==> src/sle_pkg.sv <==
// sle_pkg: shared types and constants for the sorted list engine
// used by sle_ctrl, sle_datapath, sorted_list_engine_top and sle_checker
// no dependencies
package sle_pkg;

  localparam int CAPACITY = 16;
  localparam int IDX_W    = $clog2(CAPACITY);
  localparam int OCC_W    = $clog2(CAPACITY + 1);
  localparam int VAL_W    = 32;
  localparam int RCNT_W   = 5;
  localparam int ACT_W    = 2;
  localparam int STAT_W   = 3;

  typedef enum logic [ACT_W-1:0] {
    ACT_INSERT = 2'd0,
    ACT_REMOVE = 2'd1,
    ACT_CLEAR  = 2'd2,
    ACT_DUMP   = 2'd3
  } action_t;

  typedef enum logic [STAT_W-1:0] {
    ST_INSERTED  = 3'd0,
    ST_FULL      = 3'd1,
    ST_EMPTY     = 3'd2,
    ST_NOT_FOUND = 3'd3,
    ST_REMOVED   = 3'd4,
    ST_CLEARED   = 3'd5,
    ST_ELEMENT   = 3'd6
  } status_t;

  typedef enum logic [1:0] {
    S_IDLE,
    S_DECIDE,
    S_REMOVE,
    S_DUMP
  } state_t;

  typedef enum logic [2:0] {
    OP_NONE,
    OP_LOAD,
    OP_INSERT,
    OP_REMOVE,
    OP_CLEAR
  } dp_op_t;

  typedef struct packed {
    dp_op_t           op;
    logic [IDX_W-1:0] dump_idx;
  } dp_cmd_t;

  typedef struct packed {
    logic [OCC_W-1:0]        occupancy;
    logic                    full;
    logic                    empty;
    logic                    hit;
    logic signed [VAL_W-1:0] elem;
  } dp_stat_t;

endpackage

==> src/sle_datapath.sv <==
// sle_datapath: sorted entry row with parallel compare, shift insert and
// single-copy removal; depends on sle_pkg
module sle_datapath (
  input  logic                            clk,
  input  logic                            rst_n,
  input  logic signed [sle_pkg::VAL_W-1:0] in_value,
  input  sle_pkg::dp_cmd_t                cmd,
  output sle_pkg::dp_stat_t               stat
);

  logic signed [sle_pkg::VAL_W-1:0] entries_r [sle_pkg::CAPACITY];
  logic signed [sle_pkg::VAL_W-1:0] value_r;
  logic [sle_pkg::OCC_W-1:0]        occ_r;
  logic [sle_pkg::OCC_W-1:0]        occ_nxt;

  logic [sle_pkg::CAPACITY-1:0] lt;
  logic [sle_pkg::CAPACITY-1:0] eq;
  logic [sle_pkg::OCC_W-1:0]    pos;

  always_comb begin
    pos = '0;
    for (int i = 0; i < sle_pkg::CAPACITY; i++) begin
      lt[i] = (sle_pkg::OCC_W'(i) < occ_r) && (entries_r[i] < value_r);
      eq[i] = (sle_pkg::OCC_W'(i) < occ_r) && (entries_r[i] == value_r);
      pos   = pos + sle_pkg::OCC_W'(lt[i]);
    end
  end

  always_comb begin
    stat.occupancy = occ_r;
    stat.full      = (occ_r == sle_pkg::OCC_W'(sle_pkg::CAPACITY));
    stat.empty     = (occ_r == '0);
    stat.hit       = |eq;
    stat.elem      = entries_r[cmd.dump_idx];
  end

  always_comb begin
    case (cmd.op)
      sle_pkg::OP_INSERT: occ_nxt = occ_r + 1'b1;
      sle_pkg::OP_REMOVE: occ_nxt = occ_r - 1'b1;
      sle_pkg::OP_CLEAR:  occ_nxt = '0;
      default:            occ_nxt = occ_r;
    endcase
  end

  always_ff @(posedge clk) begin
    if (!rst_n) begin
      occ_r <= '0;
    end else begin
      occ_r <= occ_nxt;
    end
  end

  always_ff @(posedge clk) begin
    if (cmd.op == sle_pkg::OP_LOAD) begin
      value_r <= in_value;
    end
  end

  // each cell takes its neighbour, the new word or keeps its own
  always_ff @(posedge clk) begin
    for (int i = 0; i < sle_pkg::CAPACITY; i++) begin
      if (cmd.op == sle_pkg::OP_INSERT) begin
        if (sle_pkg::OCC_W'(i) == pos) begin
          entries_r[i] <= value_r;
        end else if (i > 0 && sle_pkg::OCC_W'(i) > pos) begin
          entries_r[i] <= entries_r[(i > 0) ? i - 1 : 0];
        end
      end else if (cmd.op == sle_pkg::OP_REMOVE) begin
        if (i < sle_pkg::CAPACITY - 1 && sle_pkg::OCC_W'(i) >= pos) begin
          entries_r[i] <= entries_r[(i < sle_pkg::CAPACITY - 1) ? i + 1 : i];
        end
      end
    end
  end

endmodule

==> src/sle_ctrl.sv <==
// sle_ctrl: action sequencer and registered result word
// depends on sle_pkg; drives sle_datapath through dp_cmd_t
module sle_ctrl (
  input  logic                             clk,
  input  logic                             rst_n,
  input  logic                             start,
  output logic                             busy,
  input  logic [sle_pkg::ACT_W-1:0]        in_action,
  input  sle_pkg::dp_stat_t                stat,
  output sle_pkg::dp_cmd_t                 cmd,
  output logic                             out_strobe,
  output logic [sle_pkg::STAT_W-1:0]       out_status,
  output logic [sle_pkg::RCNT_W-1:0]       out_removed_count,
  output logic signed [sle_pkg::VAL_W-1:0] out_element,
  output logic                             out_last
);

  sle_pkg::state_t  state_r,  state_nxt;
  sle_pkg::action_t action_r, action_nxt;
  logic [sle_pkg::OCC_W-1:0] cnt_r, cnt_nxt;
  logic [sle_pkg::IDX_W-1:0] idx_r, idx_nxt;

  logic                             strobe_r, strobe_nxt;
  sle_pkg::status_t                 status_r, status_nxt;
  logic [sle_pkg::RCNT_W-1:0]       rcnt_r,   rcnt_nxt;
  logic signed [sle_pkg::VAL_W-1:0] elem_r,   elem_nxt;
  logic                             last_r,   last_nxt;

  logic dump_end;

  assign dump_end = ({1'b0, idx_r} == stat.occupancy - 1'b1);

  always_ff @(posedge clk) begin
    if (!rst_n) begin
      state_r  <= sle_pkg::S_IDLE;
      strobe_r <= 1'b0;
    end else begin
      state_r  <= state_nxt;
      strobe_r <= strobe_nxt;
    end
  end

  always_ff @(posedge clk) begin
    action_r <= action_nxt;
    cnt_r    <= cnt_nxt;
    idx_r    <= idx_nxt;
    status_r <= status_nxt;
    rcnt_r   <= rcnt_nxt;
    elem_r   <= elem_nxt;
    last_r   <= last_nxt;
  end

  always_comb begin
    state_nxt    = state_r;
    action_nxt   = action_r;
    cnt_nxt      = cnt_r;
    idx_nxt      = idx_r;
    cmd.op       = sle_pkg::OP_NONE;
    cmd.dump_idx = idx_r;
    strobe_nxt   = 1'b0;
    status_nxt   = status_r;
    rcnt_nxt     = '0;
    elem_nxt     = '0;
    last_nxt     = 1'b1;
    case (state_r)
      sle_pkg::S_IDLE: begin
        if (start) begin
          cmd.op     = sle_pkg::OP_LOAD;
          action_nxt = sle_pkg::action_t'(in_action);
          state_nxt  = sle_pkg::S_DECIDE;
        end
      end
      sle_pkg::S_DECIDE: begin
        state_nxt = sle_pkg::S_IDLE;
        case (action_r)
          sle_pkg::ACT_INSERT: begin
            strobe_nxt = 1'b1;
            if (stat.full) begin
              status_nxt = sle_pkg::ST_FULL;
            end else begin
              cmd.op     = sle_pkg::OP_INSERT;
              status_nxt = sle_pkg::ST_INSERTED;
            end
          end
          sle_pkg::ACT_REMOVE: begin
            if (stat.empty) begin
              strobe_nxt = 1'b1;
              status_nxt = sle_pkg::ST_EMPTY;
            end else if (!stat.hit) begin
              strobe_nxt = 1'b1;
              status_nxt = sle_pkg::ST_NOT_FOUND;
            end else begin
              cmd.op    = sle_pkg::OP_REMOVE;
              cnt_nxt   = sle_pkg::OCC_W'(1);
              state_nxt = sle_pkg::S_REMOVE;
            end
          end
          sle_pkg::ACT_CLEAR: begin
            strobe_nxt = 1'b1;
            if (stat.empty) begin
              status_nxt = sle_pkg::ST_EMPTY;
            end else begin
              cmd.op     = sle_pkg::OP_CLEAR;
              status_nxt = sle_pkg::ST_CLEARED;
            end
          end
          default: begin
            if (stat.empty) begin
              strobe_nxt = 1'b1;
              status_nxt = sle_pkg::ST_EMPTY;
            end else begin
              idx_nxt   = '0;
              state_nxt = sle_pkg::S_DUMP;
            end
          end
        endcase
      end
      sle_pkg::S_REMOVE: begin
        // one copy leaves per cycle until no match remains
        if (stat.hit) begin
          cmd.op  = sle_pkg::OP_REMOVE;
          cnt_nxt = cnt_r + 1'b1;
        end else begin
          strobe_nxt = 1'b1;
          status_nxt = sle_pkg::ST_REMOVED;
          rcnt_nxt   = sle_pkg::RCNT_W'(cnt_r);
          state_nxt  = sle_pkg::S_IDLE;
        end
      end
      sle_pkg::S_DUMP: begin
        strobe_nxt = 1'b1;
        status_nxt = sle_pkg::ST_ELEMENT;
        elem_nxt   = stat.elem;
        last_nxt   = dump_end;
        idx_nxt    = idx_r + 1'b1;
        if (dump_end) begin
          state_nxt = sle_pkg::S_IDLE;
        end
      end
      default: begin
        state_nxt = sle_pkg::S_IDLE;
      end
    endcase
  end

  assign busy              = (state_r != sle_pkg::S_IDLE);
  assign out_strobe        = strobe_r;
  assign out_status        = status_r;
  assign out_removed_count = rcnt_r;
  assign out_element       = elem_r;
  assign out_last          = last_r;

endmodule

==> src/sorted_list_engine_top.sv <==
// sorted_list_engine_top: bounded sorted multiset of signed 32-bit words
// depends on sle_pkg, sle_ctrl and sle_datapath
//
// Usage:
//   An input word (in_action, in_value) is taken on a rising edge with
//   start high and busy low. Actions: insert, remove all copies, clear,
//   dump in ascending order.
//   Each result word is shown for one cycle with out_strobe high; the
//   receiver must take it then, it cannot stall the block.
//   After acceptance the word is loaded, then the decide state sets the
//   result of insert, clear and every empty or not-found case; remove
//   then takes out one copy at a time until no match remains, and dump
//   shows one element per cycle, out_last on the final one. busy drops
//   in the cycle the final result is shown, so the next word can be taken
//   then. The removal loop and the one-element-per-cycle read port of the
//   entry row set how long remove and dump keep busy high.
//   Reset (rst_n low, synchronous) empties the store and drops out_strobe;
//   no clearing pass is needed.
module sorted_list_engine_top (
  input  logic                             clk,
  input  logic                             rst_n,
  input  logic                             start,
  output logic                             busy,
  input  logic [sle_pkg::ACT_W-1:0]        in_action,
  input  logic signed [sle_pkg::VAL_W-1:0] in_value,
  output logic                             out_strobe,
  output logic [sle_pkg::STAT_W-1:0]       out_status,
  output logic [sle_pkg::RCNT_W-1:0]       out_removed_count,
  output logic signed [sle_pkg::VAL_W-1:0] out_element,
  output logic                             out_last
);

  sle_pkg::dp_cmd_t  cmd;
  sle_pkg::dp_stat_t stat;

  sle_ctrl u_ctrl (
    .clk               (clk),
    .rst_n             (rst_n),
    .start             (start),
    .busy              (busy),
    .in_action         (in_action),
    .stat              (stat),
    .cmd               (cmd),
    .out_strobe        (out_strobe),
    .out_status        (out_status),
    .out_removed_count (out_removed_count),
    .out_element       (out_element),
    .out_last          (out_last)
  );

  sle_datapath u_datapath (
    .clk      (clk),
    .rst_n    (rst_n),
    .in_value (in_value),
    .cmd      (cmd),
    .stat     (stat)
  );

endmodule

==> config.mk <==
export PLATFORM = sky130hd
export DESIGN_NAME = sorted_list_engine_top
export DESIGN_NICKNAME = d
export VERILOG_FILES = /design/src/sle_pkg.sv /design/src/sle_datapath.sv /design/src/sle_ctrl.sv /design/src/sorted_list_engine_top.sv
export SDC_FILE = /design/constraint.sdc
export NUM_CORES = 2
export LEC_CHECK = 0
export ABC_AREA = 0
export CELL_PAD_IN_SITES_DETAIL_PLACEMENT = 1
export CELL_PAD_IN_SITES_GLOBAL_PLACEMENT = 2
export CORE_MARGIN = 2
export CORE_UTILIZATION = 45
export CTS_BUF_LIST = sky130_fd_sc_hd__clkbuf_2
export CTS_CLUSTER_DIAMETER = 50
export CTS_CLUSTER_SIZE = 10
export DETAILED_ROUTE_END_ITERATION = 7
export DONT_BUFFER_PORTS = 1
export PLACE_DENSITY_LB_ADDON = 0.05
export SETUP_SLACK_MARGIN = 0.15
export SLEW_MARGIN = 10
export SYNTH_ARGS = -nofsm -noshare
export SYNTH_HDL_FRONTEND = slang
export SYNTH_HIERARCHICAL = 1
export SYNTH_SLANG_ARGS = --single-unit
==> constraint.sdc <==
create_clock -name clk -period 15.4 [get_ports clk]
set_input_delay 2.31 -clock clk [delete_from_list [all_inputs] [get_ports clk]]
set_output_delay 2.31 -clock clk [all_outputs]
set_load 0.02 [all_outputs]
==> impl_results.md <==
* Outcome: completed
* Root Driver: clkbuf_2
* Crit Path Class: flip-flop to flip-flop
* Critical Path Most Common Cell: fa_1
* Die area at 103000 um^2
* Setup TNS Final at 0 ns
* Avg Inst Size Synth at 11.0 um^2
* Fin crit period at 12.61 ns
* Die Y at 321 um
* Number of global-route vias before repair at 37500
* Leading post-synthesis cells by cell area: edfxtp_1, ha_1, mux2i_1
* Largest net degree at the start of global routing at 67
* DP Area at 46700 um^2
* Final-report setup violation count at 0
* Synth Flop Type: edfxtp_1
* Hold Vio Cnt, Final at 0
* Slowest-stage cell, CP: nor4_1
* CP Cell Sequence: inv_1 > ha_1 > nand4_1 > nor4_1 > a21boi_0 > o41a_1 > o41ai_1 > fa_1 > inv_1 > fa_1 > fa_1 > fa_1 > fa_1 > fa_1 > xor2_1 > nand2_1 > a211oi_4 > buf_4 > nand2_4 > nand2_2 > buf_4
* Starting Density at 0.452
* Post-DP HPWL at 149000 um
* DR vias at 38100
* DR iter-0 viols at 5311
* Post-synth EDFFs at 558
* TritonRoute pass-1 iters at 5
* Leak at 19.7 nW
* Post-synth top area share at 0.372
* Area grow syn2layout at 6.76%
* Total design power at 3.78 mW
* Post-synth top area cell: edfxtp_1
* DP Worst Slack at 3.36 ns
* Drt drc at 0
* Synthesized Nets at 4663
* Drt total wl at 208000 um
* First-pass GRT wire length at 292000 um
* Worst skew pair latency at 1.51 ns
* Proportion of layout cells with a drive suffix above 1 at 0.140
* Async set-reset flop share out of synthesis at 0
* Unique masters post-synth at 87
* CTS clock-pin slew for the worst setup and hold paths at 0.23 ns
* Drt wl/cell at 38.3 um
* Layout Skew at 0.173 ns
* CTS tree: built
* Placed Cells at 5237
* Worst vdd ir at 93.1 uV
* Post-CTS Setup Inserts at 0
* Synth Instances at 4087
* Synthesized flop and latch total at 604
* RSZ-0062 raised after global routing: no
* # H-tree levels at 3
* Synth warnings at 6
* PwrDens at 78.5 nW/um^2
* Cell area after layout at 48200 um^2
* Port Buffers at 0
* Max FO, Critical Path at 66
* Slew margin rel. at 0.0625
* Slew @ Worst Pin at 1.40 ns
* GRT overflow at 0
* Cell Area, Synth at 45100 um^2
* Max-slew violation count at 0
* Final period utilization at 0.819
* Worst setup SP type: flip-flop
* Total CTS buffers at 103
* Fin util at 0.483
* Core area at 99700 um^2
* HP Class: flip-flop to flip-flop
* Fmax at 0.0793 GHz
* Clk buf depth at 3
* Die Span X at 321 um
* Hold_ws at 0.484 ns
* CP required at 16.45 ns
* Io pins at 80
* CP Capture Type: flip-flop
* Fin worst setup slack at 2.79 ns
* Hold_buf cts at 0
* Clock sink count at 604
* RePlAce Congestion at 1.02
* Vias/cell at 7.02
* Max cap viols at 0
* Initial antenna violation count at 25
* Row cnt at 116
* CP max stage delay at 1.19 ns
* Routed Antenna Nets at 0
* Sequential share of the synthesized area at 0.392
* Finished Layout Cells at 5434
* GRT Overall Usage at 0.401
* Crit path DAT at 13.66 ns
* Post-cts resize count at 0
* Nets at 4620
placed cells by master, fill, tap and decap left out, drive strengths merged, types with 31 or more instances in the layout:
| cell | Yosys | routed |
|---|---|---|
| nand2 | 568 | 568 |
| edfxtp | 558 | 558 |
| ha | 528 | 528 |
| o21ai | 464 | 464 |
| mux2i | 434 | 434 |
| a21oi | 245 | 245 |
| mux4 | 160 | 160 |
| clkbuf | 156 | 115 |
| nor2 | 106 | 106 |
| buf | 91 | 99 |
| nand4 | 91 | 91 |
| inv | 75 | 91 |
| mux2 | 67 | 67 |
| nand3 | 55 | 55 |
| and3 | 48 | 48 |
| dfxtp | 46 | 46 |
| a21o | 40 | 40 |
| clkinv | 0 | 31 |
registers in the layout, summed over array words and instances, names as in the netlist:
register and count:
u_ctrl/action_r 2, u_ctrl/out_element 32, u_ctrl/cnt_r 5, u_ctrl/out_removed_count 5, u_datapath/entries_r 512, u_datapath/occ_r 5, u_ctrl/out_status 3, u_ctrl/state_r 2
u_ctrl/out_strobe 1, u_ctrl/idx_r 4, u_datapath/value_r 32, u_ctrl/out_last 1
cells in the mapped netlist (all sizes together) (75+ instances only):
library cell,instances
buf,91
a21oi,245
clkbuf,156
mux2i,434
edfxtp,558
ha,528
nor2,106
nand4,91
nand2,568
o21ai,464
mux4,160
inv,75
report_power, final:
part	switching (mW)	internal [mW]
registers	0.0679	1.85
clock network	0.777	0.501
logic	0.379	0.210
total	1.22	2.56
area by class of cell:
type                       count  area, um^2
timing repair buffer          99         743
clock buffer                 115         576
tap                         1298        1620
clock inverter                75         848
inverter                      75         282
antenna                        7        17.5
multi-input combinational   3161       26400
sequential                   604       17700
fill                       10700       51600
layer usage:
metal,up-vias,track usage,routed length [um]
met2,2359,0.563,84900
met5,-,0,51
met3,379,0.0760,22500
met1,19700,0.605,92300
li1,15700,-,-
met4,8,0.154,8470
worst max-delay path: cells and delay by family, from the launching register on:
kind / cells / cell delay, ns
adders and majority gates: 7 / 3.60
AOI/OAI and AO/OA: 4 / 1.51
DFF: 1 / 0.80
and+or+nand+nor: 5 / 3.35
buffers and inverters: 4 / 1.86
xor gates and xnor gates: 1 / 0.95
kinds of logic (layout without fill, tap and decap cells):
logic type,after synthesis,in the layout,share of synthesized area
other,0,7,0
adder cells (fa/ha/maj),539,539,0.151
flip-flops,604,604,0.392
XOR/XNOR,13,13,0.00269
AO/OA/AOI/OAI,931,931,0.122
multiplexers,661,661,0.195
buffers and inverters,322,364,0.0318
AND/OR/NAND/NOR,1017,1017,0.105
worst paths after layout:
kind / startpoint / endpoint / slack, ns / depth (start not counted)
worst max-delay path: u_datapath/value_r[14] / u_datapath/entries_r[0][18] / 2.79 / 21
worst min-delay path: u_datapath/entries_r[7][9] / u_datapath/entries_r[6][9] / 0.48 / 2
worst max register to register: u_datapath/value_r[14] / u_datapath/entries_r[0][18] / 2.79 / 21
worst min register to register: u_datapath/entries_r[7][9] / u_datapath/entries_r[6][9] / 0.48 / 2
Note: power is estimated with default switching activity, not from simulation.
